$ cat config.mk
export PLATFORM = sky130hd
export DESIGN_NAME = shu_ctrl
export DESIGN_NICKNAME = d
export VERILOG_FILES = /design/src/hdl/shu_pkg.sv /design/src/hdl/shu_ctrl.sv
export SDC_FILE = /design/constraint.sdc
export NUM_CORES = 1
export LEC_CHECK = 0
export ABC_AREA = 0
export BUFFER_PORTS_ARGS = -buffer_cell sky130_fd_sc_hd__buf_2
export CORE_AREA = 5 5 42 44
export CTS_BUF_LIST = sky130_fd_sc_hd__clkbuf_8
export CTS_CLUSTER_DIAMETER = 40
export DETAILED_ROUTE_END_ITERATION = 8
export DIE_AREA = 0 0 47 49
export SLEW_MARGIN = 20
export SYNTH_ARGS = -nofsm -noshare
export SYNTH_HDL_FRONTEND = slang
export SYNTH_SLANG_ARGS = --single-unit
$ cat constraint.sdc
create_clock -name clk -period 4.65 [get_ports clk]
set_clock_uncertainty 0.2 [all_clocks]
set_input_delay 0.465 -clock clk [delete_from_list [all_inputs] [get_ports clk]]
set_output_delay 0.465 -clock clk [all_outputs]
set_load 0.01 [all_outputs]
$ cat src/hdl/shu_pkg.sv
// shared constants, codes and controller/datapath interface types of the histogram unit
`default_nettype none

package shu_pkg;

	localparam int COUNT_WIDTH = 32;
	localparam int BAR_SCALE   = 60;

	localparam int CW      = COUNT_WIDTH;
	localparam int NBINS   = 256;
	localparam int ADDR_W  = 8;
	localparam int FRAC_W  = 16;
	localparam int SHARE_W = FRAC_W + 1;
	localparam int BAR_W   = $clog2(BAR_SCALE + 1);
	localparam int PROD_W  = CW + BAR_W;
	localparam int STEP_W  = $clog2(SHARE_W + 1);
	localparam int SYM_W   = 3;
	localparam int OUT_W   = 32;

	typedef enum logic [1:0] {
		REQ_DATA  = 2'd0,
		REQ_QUERY = 2'd1,
		REQ_CLEAR = 2'd2
	} req_t;

	localparam logic [1:0] MODE_BIT  = 2'd0;
	localparam logic [1:0] MODE_NIB  = 2'd1;
	localparam logic [1:0] MODE_BYTE = 2'd2;

	typedef struct packed {
		logic capture;
		logic clear;
		logic sym_rd;
		logic sym_wr;
		logic q_rd;
		logic q_cnt;
		logic bar_start;
		logic bar_take;
		logic share_start;
		logic share_take;
		logic out_load;
	} shu_cmd_t;

	typedef struct packed {
		logic last_sym;
		logic empty;
		logic div_busy;
		logic out_free;
	} shu_sts_t;

endpackage

`default_nettype wire

$ cat src/hdl/shu_ctrl.sv
// histogram controller: sequences symbol updates, queries and result handoff
`default_nettype none

module shu_ctrl (
	input  logic              clk,
	input  logic              arst_n,
	input  logic              in_valid,
	output logic              in_ready,
	input  logic [1:0]        req_type,
	input  shu_pkg::shu_sts_t sts,
	output shu_pkg::shu_cmd_t cmd
);
	import shu_pkg::*;

	typedef enum logic [3:0] {
		S_IDLE,
		S_SYM_RD,
		S_SYM_WR,
		S_Q_RD,
		S_Q_CNT,
		S_BAR_GO,
		S_BAR_RUN,
		S_SHR_GO,
		S_SHR_RUN,
		S_DONE
	} state_t;

	state_t state_q;

	always_ff @(posedge clk or negedge arst_n) begin
		if (!arst_n) begin
			state_q <= S_IDLE;
		end else begin
			case (state_q)
				S_IDLE: begin
					if (in_valid) begin
						case (req_type)
							REQ_DATA:  state_q <= S_SYM_RD;
							REQ_QUERY: state_q <= S_Q_RD;
							default:   state_q <= S_IDLE;
						endcase
					end
				end
				S_SYM_RD:  state_q <= S_SYM_WR;
				S_SYM_WR:  state_q <= sts.last_sym ? S_IDLE : S_SYM_RD;
				S_Q_RD:    state_q <= S_Q_CNT;
				S_Q_CNT:   state_q <= sts.empty ? S_DONE : S_BAR_GO;
				S_BAR_GO:  state_q <= S_BAR_RUN;
				S_BAR_RUN: begin
					if (!sts.div_busy) begin
						state_q <= S_SHR_GO;
					end
				end
				S_SHR_GO:  state_q <= S_SHR_RUN;
				S_SHR_RUN: begin
					if (!sts.div_busy) begin
						state_q <= S_DONE;
					end
				end
				S_DONE: begin
					if (sts.out_free) begin
						state_q <= S_IDLE;
					end
				end
				default:   state_q <= S_IDLE;
			endcase
		end
	end

	assign in_ready = state_q == S_IDLE;

	always_comb begin
		cmd             = '0;
		cmd.capture     = in_ready && in_valid;
		cmd.clear       = in_ready && in_valid && req_type == REQ_CLEAR;
		cmd.sym_rd      = state_q == S_SYM_RD;
		cmd.sym_wr      = state_q == S_SYM_WR;
		cmd.q_rd        = state_q == S_Q_RD;
		cmd.q_cnt       = state_q == S_Q_CNT;
		cmd.bar_start   = state_q == S_BAR_GO;
		cmd.bar_take    = state_q == S_BAR_RUN && !sts.div_busy;
		cmd.share_start = state_q == S_SHR_GO;
		cmd.share_take  = state_q == S_SHR_RUN && !sts.div_busy;
		cmd.out_load    = state_q == S_DONE && sts.out_free;
	end

`ifndef SYNTH
	a_idle_div: assert property (@(posedge clk) disable iff (!arst_n)
		in_ready |-> !sts.div_busy)
		else $error("divider busy while idle");
	a_div_start: assert property (@(posedge clk) disable iff (!arst_n)
		(cmd.bar_start || cmd.share_start) |-> (!sts.empty && !sts.div_busy))
		else $error("divider started on empty histogram or while busy");
	a_rmw_pair: assert property (@(posedge clk) disable iff (!arst_n)
		cmd.sym_wr |-> $past(cmd.sym_rd))
		else $error("bin write without preceding read");
`endif

endmodule

`default_nettype wire

==> results of run 1 <==
[cells in the mapped netlist, drive strengths merged]
cell	instances	area [µm²]
dfrtp	4	100
nor3	5	25.0
and3	1	6.26
a21oi	4	23.8
nor2b	2	12.5
o22a	1	8.76
nand2b	4	25.0
a31oi	1	6.26
nand3	1	5.00
and2	1	6.26
nor2	9	33.8
nor4	2	18.8
and2b	2	18.8
o22ai	1	6.26
and3b	2	17.5
o31ai	1	7.51
buf	4	31.3
nand2	3	11.3
a221oi	1	8.76
mux2	1	15.0
inv	4	15.0
o32ai	2	25.0
or2b	1	7.51
[cells in the final DEF, fill, tap and decap left out]
cell type | synthesis | routed
nor3_1 | 5 | 5
nor2_1 | 9 | 9
buf_2 | 1 | 20
dlygate4sd3_1 | 0 | 1
and2b_2 | 1 | 1
and2b_4 | 1 | 1
nand2b_1 | 4 | 4
and2_1 | 1 | 1
o32ai_2 | 1 | 1
a21oi_1 | 3 | 3
dfrtp_1 | 4 | 4
a221oi_1 | 1 | 1
nor4_2 | 1 | 1
nand2_1 | 3 | 3
clkbuf_8 | 0 | 3
o31ai_1 | 1 | 1
inv_1 | 3 | 3
and3b_1 | 2 | 2
a31oi_1 | 1 | 1
nor4_1 | 1 | 1
o32ai_1 | 1 | 1
nand3_1 | 1 | 1
a21oi_2 | 1 | 1
nor2b_1 | 2 | 2
o22ai_1 | 1 | 1
or2b_1 | 1 | 1
inv_2 | 1 | 1
o22a_1 | 1 | 1
mux2_4 | 1 | 1
and3_1 | 1 | 1
[cell type report]
class                      instances  share of cell area, %
timing repair buffer              21                   19.1
clock buffer                       3                   7.17
multi-input combinational         45                   50.2
inverter                           4                   2.61
sequential                         4                   17.4
tap                               16                   3.48
[metrics by stage]
step	cells	area (µm²)
after floorplan	57	435
after global placement	89	524
after detailed placement	89	524
after CTS	93	576
after global routing	93	576
final	93	576
[critical path, delay by kind of cell, from the launching register on]
kind,cells,cell delay (ns)
flops,1,0.54
buf+inv,1,0.12
simple gates,3,0.60
[metal layers]
layer	vias up	share of wire [%]	track usage, %
met3	4	8.9	6.27
met1	214	40	14.6
met4	0	4.0	9.68
met5	-	0	0
met2	21	47	16.1
li1	240	-	-
[worst max-delay path by stage]
stage | start | endpoint | slack [ns]
4_1_cts | state_q[3] | cmd[9] | 2.49
3_5_place_dp | state_q[3] | cmd[9] | 2.74
6_report | state_q[3] | cmd[9] | 2.50
2_1_floorplan | state_q[0] | cmd[9] | 2.62
5_1_grt | state_q[3] | cmd[9] | 2.36
3_3_place_gp | state_q[3] | cmd[9] | 2.75
[kinds of logic (layout without fill, tap and decap cells)]
| family | Yosys count | count (layout) | share of synthesized area (%) |
|---|---|---|---|
| compound gates | 11 | 11 | 19.8 |
| mux | 1 | 1 | 3.45 |
| simple gates | 33 | 33 | 43.1 |
| flops | 4 | 4 | 23.0 |
| buf+inv | 8 | 28 | 10.6 |
[power by group through the flow]
stage                     Combinational (mW)  Clock, mW  Sequential, mW
after global routing                   0.183     0.0793          0.0926
after global placement                 0.165          0          0.0877
after detailed placement               0.165          0          0.0874
final                                  0.164     0.0751          0.0872
after CTS                              0.166     0.0773          0.0869
after floorplan                        0.160          0          0.0564
[repair_timing]
action,in CTS,in global routing
hold buffers,1,0
endpoints found under the setup margin,0,0
gates resized for setup,0,0
endpoints found under the hold margin,4,0
==> impl_metrics.ini, run 1 <==
[clock_tree]
post_cts_buffers = 0
root_buffer = clkbuf_8
htreeDepth = 1
cts_buffers = 3
numClockSinks = 4
cts_tree = yes
clk_pin_slew_ns = 0.03
clockBufferDepth = 2
clock_insertion_delay_worst_skew_ns = 0.22

[hold_path]
holdPathStages = 2
hp-class = in -> reg
worstHoldStart = sts[0]
hold_path_end = state_q[0]

[setup_path]
crit_arrival_ns = 1.49
critical_path_required_ns = 3.98
cp_cell_sequence = nor4_2, and2_1, and3b_1, buf_2
rrSetupSlack_ns = 2.75
slowest_stage = dfrtp_1
slowest_delay_ns = 0.54
rr_endpoint = state_q[3]
reg2reg_depth = 4
r2r_start = state_q[3]
startpoint_type = flip-flop
path_max_fanout = 16
crit_type = reg -> out
end_kind = output port

[finish]
reg.largest.list = state_q (4)
final_util_pct = 41.1
nFillCells = 158
layout-drive-gt1-share_pct = 39.0
top_register = state_q
multi_input_area_um2 = 289
area_growth_pct = 32.2
largest_register_ffs = 4
num_antenna_cells = 0
fin_nets = 88
seqCellArea_um2 = 100

[sta]
hold_viol_final = 0
tns_ns = 0
slew_viol_final = 0
setup_violations = 0
maxSlewHeadroom_pct = 67.4
period_share_pct = 46.3
worst_pin_slew_ns = 0.489
setup_slack_ns = 2.50
rsz0062_at_grt = false
clock.fmax_mhz = 464
fin_crit_ns = 2.15
holdWs_ns = 0.240

[floorplanning]
die_width_um = 47
die-area_um2 = 2300
num_rows = 14
start_util_pct = 31.1
die_y_um = 49
ios = 21
core_um2 = 1400

[global_route]
grt_overflow = 0
antenna_found_initial = 0
grt_pass1_vias = 455
grt_max_degree = 17
track_usage_pct = 12.4
grt_pass1_wl_um = 1970

[run]
maxCapViolations = 0

[yosys]
syn_area_per_cell_um2 = 7.64
synthCells = 57
yosys_warnings = 0
ys_ff_latch = 4
synth_cell_types = 30
synth_fp_nets = 66
syn_area_um2 = 435
synth_seq_area_share_pct = 23.0

[place]
hpwlAfterDp_um = 834
gp_congestion = 0.776
dp_slack_ns = 2.74
port_buffers = 20

[routing]
routedWlPerCell_um = 11.9
viasPerCell = 5.15
antenna_left = 0
via_count = 479
drt_iter0_drc = 9
drc = 0
routed_wl_um = 1110
first_pass_iters = 4

[status]
status = complete, no violations

[power_and_ir_drop]
pwr-share-clk_pct = 23.1
power_switching_mw = 0.141
vdd_drop_max_mv = 0.238
sw_frac_of_total_pct = 43.4
leakage_nw = 0.300
p_comb_share_pct = 50.2
power.total_mw = 0.326
power.density_nw_per_um2 = 566
sequentialPowerShare_pct = 26.8
p_int_mw = 0.185
(Power assumes the default switching activity.)
==> inputs of run 2 (changes only) <==
ABC_AREA = 1   (was 0)
clock period = 1.75 ns   (was 4.65 ns; I/O delays follow)
==> run 2 against run 1 <==
Utilization rose by 0.71 points. Clock power rose to 2.5 times the previous value. Die area did not move. Power rose to 2.9 times the previous value. Routed wire length fell by 3.2%. Global-route usage fell by 2.5 points. Design area rose by 1.7%. Hold slack got worse by 0.20 ns. Final cell count rose by 20%. Setup slack got worse by 2.4 ns.
==> impl_metrics.ini, run 2 <==
[floorplanning]
die-area_um2 = 2300
die_y_um = 49
start_util_pct = 28.2
ios = 21
core_um2 = 1400
num_rows = 14
die_width_um = 47

[setup_path]
crit_arrival_ns = 1.28
path_max_fanout = 6
startpoint_type = flip-flop
crit_type = reg -> out
critical_path_required_ns = 1.37
end_kind = output port

[routing]
drt_iter0_drc = 2
via_count = 484
routedWlPerCell_um = 9.59
drc = 0
antenna_left = 0
first_pass_iters = 4
routed_wl_um = 1070
viasPerCell = 4.32

[sta]
slew_viol_final = 0
rsz0062_at_grt = false
maxSlewHeadroom_pct = 84.7
setup_violations = 0
hold_viol_final = 0
tns_ns = 0
fin_crit_ns = 1.65
clock.fmax_mhz = 606
worst_pin_slew_ns = 0.230
period_share_pct = 94.3
holdWs_ns = 0.0445

[finish]
multi_input_area_um2 = 251
fin_nets = 107
final_common_cell = nand2_1
nFillCells = 167
design_area_um2 = 586
reg.largest.list = state_q (4)
largest_register_ffs = 4
top_register = state_q
layout-drive-gt1-share_pct = 39.6
area_growth_pct = 48.1
num_antenna_cells = 0
seqCellArea_um2 = 103
final_cell_mix = nand2_1 (23), buf_2 (20), inv_1 (11), nand3_1 (9), nor2_1 (8)

[place]
port_buffers = 20
gp_congestion = 0.846
post_dp_cell_area_um2 = 515
hpwlAfterDp_um = 913

[global_route]
antenna_found_initial = 0
grt_pass1_wl_um = 1730
track_usage_pct = 9.88
grt_pass1_vias = 464
grt_overflow = 0
grt_max_degree = 7

[clock_tree]
cts_tree = yes
htreeDepth = 1
root_buffer = clkbuf_8
numClockSinks = 4
clk_pin_slew_ns = 0.03
cts_buffers = 3
clock_insertion_delay_worst_skew_ns = 0.21
clockBufferDepth = 2

[status]
status = complete, no violations

[yosys]
synth_cell_types = 12
synth_area_leaders = dfrtp_1 (25%), nand2_1 (22%), nand3_1 (11%), inv_1 (10%), nor2_2 (9.5%)
synth_seq_area_share_pct = 25.3
yosysMostFrequentCell = nand2_1
synth_fp_nets = 81
synth_top_area_share_pct = 25.3
synth_top_cell_by_area = dfrtp_1
synth_edf_count = 0
synthCells = 72
synth_flop_cell = dfrtp_1
syn_area_per_cell_um2 = 5.49
syn_area_um2 = 395
ys_ff_latch = 4
yosys_warnings = 0
synthArstFlopShare_pct = 100
synth_common_cells = nand2_1 (23), inv_1 (11), nand3_1 (9), nor2_1 (8), nor2_2 (6)

[power_and_ir_drop]
vdd_drop_max_mv = 0.810
power.density_nw_per_um2 = 1590
leakage_nw = 0.380

[run]
maxCapViolations = 0

[hold_path]
hp-class = in -> reg
## run 2: cell types whose count changed after synthesis, sizes merged, moves of 4 or more
cell	change
nand2	+21
inv	+12
nand3	+8
nor2	+5
a21oi	-4
buf	-4
nand2b	-4
## run 2: routing by layer
layer	share of wire, %	up-vias	wire [µm]	global-route usage, %
met5	0	-	0	0
met1	43	203	461	12.4
met3	5.5	0	59	0.369
met4	0	0	0	5.53
li1	-	266	-	-
met2	51	15	553	16.1
## run 2: power by group
group / internal, mW / total, mW / leakage, nW / switching, mW
Clock: 0.146 / 0.188 / 0.0216 / 0.0417
Combinational: 0.197 / 0.539 / 0.308 / 0.341
Sequential: 0.134 / 0.203 / 0.0503 / 0.0695
Total: 0.477 / 0.930 / 0.380 / 0.452
## run 2: timing repair
item	in CTS	in global routing
hold buffers	1	0
hold endpoints to repair	4	0
buffers inserted	0	0
pin swaps	0	1
resized for setup	1	4
endpoints found under the setup margin	1	2
## run 2: metrics by stage
| stage | total power [mW] | utilization (%) | worst slack (ns) | std cells |
|---|---|---|---|---|
| floorplan | 0.559 | - | 0.272 | 72 |
| global placement | 0.713 | 36.8 | 0.261 | 108 |
| detailed placement | 0.714 | 36.8 | 0.214 | 108 |
| CTS | 0.919 | 40.8 | 0.0329 | 112 |
| global route | 1.03 | 41.8 | 0.0242 | 112 |
| finish | 0.930 | 41.8 | 0.0993 | 112 |
## run 2: path summary, 6_finish.rpt
| check | start | slack (ns) | end | depth (start not counted) |
|---|---|---|---|---|
| setup / recovery | state_q[1] | 0.1 | cmd[9] | 4 |
| hold / removal | sts[2] | 0.04 | state_q[2] | 2 |
| setup reg to reg | state_q[3] | 0.37 | state_q[0] | 7 |
| hold reg to reg | state_q[3] | 0.38 | state_q[3] | 2 |
| max in group asynchronous | arst_n | 1.12 | state_q[1] | 2 |
| min in group asynchronous | arst_n | 0.10 | state_q[3] | 2 |
## run 2: cell families after synthesis
kind of cell           share of synthesized area, %
AOI/OAI and AO/OA                              3.48
buffers and inverters                          15.2
DFF                                            25.3
and+or+nand+nor                                56.0
## run 2: critical path, cell delays in order, from the launching register on
cell and delay, ns:
dfrtp_2 0.45, nor2_4 0.19, nand2_2 0.10, nor4_2 0.15
buf_2 0.17
## run 2: cell type report
type / count / area share (%)
tap: 16 / 3.42
clock buffer: 3 / 7.05
inverter: 16 / 10.3
timing repair buffer: 21 / 18.8
sequential: 4 / 17.5
multi-input combinational: 52 / 42.9
==> inputs of run 3 (changes only) <==
RECOVER_POWER = 25   (was unset)
==> run 3 against run 2 <==
Setup slack unchanged. Combinational power is essentially flat. Count of clock-buffer cells in the layout unchanged. Fmax stayed put.
==> impl_metrics.ini, run 3 (same netlist as run 2, synthesis figures left out) <==
[setup_path]
slowest_stage = dfrtp_2
crit_family = flip-flops
crit_arrival_ns = 1.28
cp_num_cells = 4
slowest_delay_ns = 0.45
path_max_fanout = 6
reg2reg_depth = 7
startpoint_type = flip-flop
path_buf_inv = 1
crit_type = reg -> out
critical_path_required_ns = 1.37
end_kind = output port
cp_cell_sequence = nor2_4, nand2_2, nor4_2, buf_2

[routing]
drc = 0
via_count = 484
antenna_left = 0
viasPerCell = 4.32
first_pass_iters = 4
routedWlPerCell_um = 9.57
routed_wl_um = 1070
drt_iter0_drc = 2

[clock_tree]
numClockSinks = 4
clk_pin_slew_ns = 0.03
cts_tree = yes
clockBufferDepth = 2
clock_insertion_delay_worst_skew_ns = 0.21
htreeDepth = 1
cts_buffers = 3
post_cts_buffers = 0
root_buffer = clkbuf_8

[finish]
fin_nets = 107
num_antenna_cells = 0
largest_register_ffs = 4
final_cell_mix = nand2_1 (23), buf_2 (19), inv_1 (11), nand3_1 (9), nor2_1 (8)
final_common_cell = nand2_1
reg.largest.list = state_q (4)
nFillCells = 168
top_register = state_q
layout-drive-gt1-share_pct = 38.5
area_growth_pct = 47.8
design_area_um2 = 584

[floorplanning]
core_um2 = 1400
num_rows = 14
ios = 21
die-area_um2 = 2300
die_y_um = 49
die_width_um = 47
start_util_pct = 28.2

[sta]
tns_ns = 0
setup_violations = 0
fin_crit_ns = 1.65
period_share_pct = 94.3
worst_pin_slew_ns = 0.230
slew_viol_final = 0
maxSlewHeadroom_pct = 84.7
hold_viol_final = 0
rsz0062_at_grt = false
clock.fmax_mhz = 606

[power_and_ir_drop]
power_switching_mw = 0.452
p_comb_share_pct = 57.9
pwr-share-clk_pct = 20.2
sequentialPowerShare_pct = 21.9
vdd_drop_max_mv = 0.810
sw_frac_of_total_pct = 48.7
leakage_nw = 0.377
power.density_nw_per_um2 = 1590
p_int_mw = 0.477

[place]
port_buffers = 20
post_dp_cell_area_um2 = 515
hpwlAfterDp_um = 913
gp_congestion = 0.846

[global_route]
grt_max_degree = 7
grt_pass1_wl_um = 1730
grt_overflow = 0
grt_pass1_vias = 464
track_usage_pct = 9.88
antenna_found_initial = 0

[status]
status = complete, no violations

[run]
maxCapViolations = 0

[hold_path]
hp-class = in -> reg
holdPathStages = 2
## run 3: cell count changes in the layout (fill, tap and decap cells not counted)
cell and delta:
clkbuf_1 +1, buf_2 -1
## run 3: per-stage QoR
step | util [%] | setup WS (ns) | power [mW] | instances | hold slack (ns)
2_1_floorplan | - | 0.272 | 0.559 | 72 | -0.321
3_3_place_gp | 36.8 | 0.261 | 0.713 | 108 | -0.217
3_5_place_dp | 36.8 | 0.214 | 0.714 | 108 | -0.218
4_1_cts | 40.8 | 0.0329 | 0.919 | 112 | 0.0493
5_1_grt | 41.7 | 0.0242 | 1.03 | 112 | 0.0428
6_report | 41.7 | 0.0993 | 0.930 | 112 | 0.0445
## run 3: power groups by stage
| stage | sequential (mW) | clock (mW) | combinational [mW] |
|---|---|---|---|
| after floorplan | 0.180 | 0 | 0.379 |
| after global placement | 0.188 | 0 | 0.525 |
| after detailed placement | 0.189 | 0 | 0.525 |
| final | 0.203 | 0.188 | 0.538 |
| after global routing | 0.212 | 0.200 | 0.620 |
| after CTS | 0.194 | 0.191 | 0.534 |
## run 3: metal layers
metal	vias up	routed length [µm]	GRT usage, %
li1	266	-	-
met1	203	460	12.4
met2	15	553	16.1
met3	0	59	0.369
met4	0	0	5.53
met5	-	0	0
## run 3: worst paths after layout
check,from,end,slack [ns]
worst max-delay path,state_q[1],cmd[9],0.1
worst min-delay path,sts[2],state_q[2],0.04
worst max register to register,state_q[3],state_q[0],0.37
worst min register to register,state_q[3],state_q[3],0.38
max in group asynchronous,arst_n,state_q[1],1.03
min in group asynchronous,arst_n,state_q[3],0.12
## run 3: timing repair
item / 4_1_cts / 5_1_grt
hold endpoints to repair: 4 / 0
hold buffers: 1 / 0
pin swaps: 0 / 1
gates resized for setup: 1 / 4
endpoints found under the setup margin: 1 / 2
## run 3: final cells by class
cell class / instances / area [µm²] / area share (%)
inverters: 16 / 60.1 / 10.3
multi-input cells: 52 / 251 / 43.0
repair buffers: 21 / 109 / 18.6
well taps: 16 / 20.0 / 3.43
flip-flops and latches: 4 / 103 / 17.6
clock buffers: 3 / 41.3 / 7.07
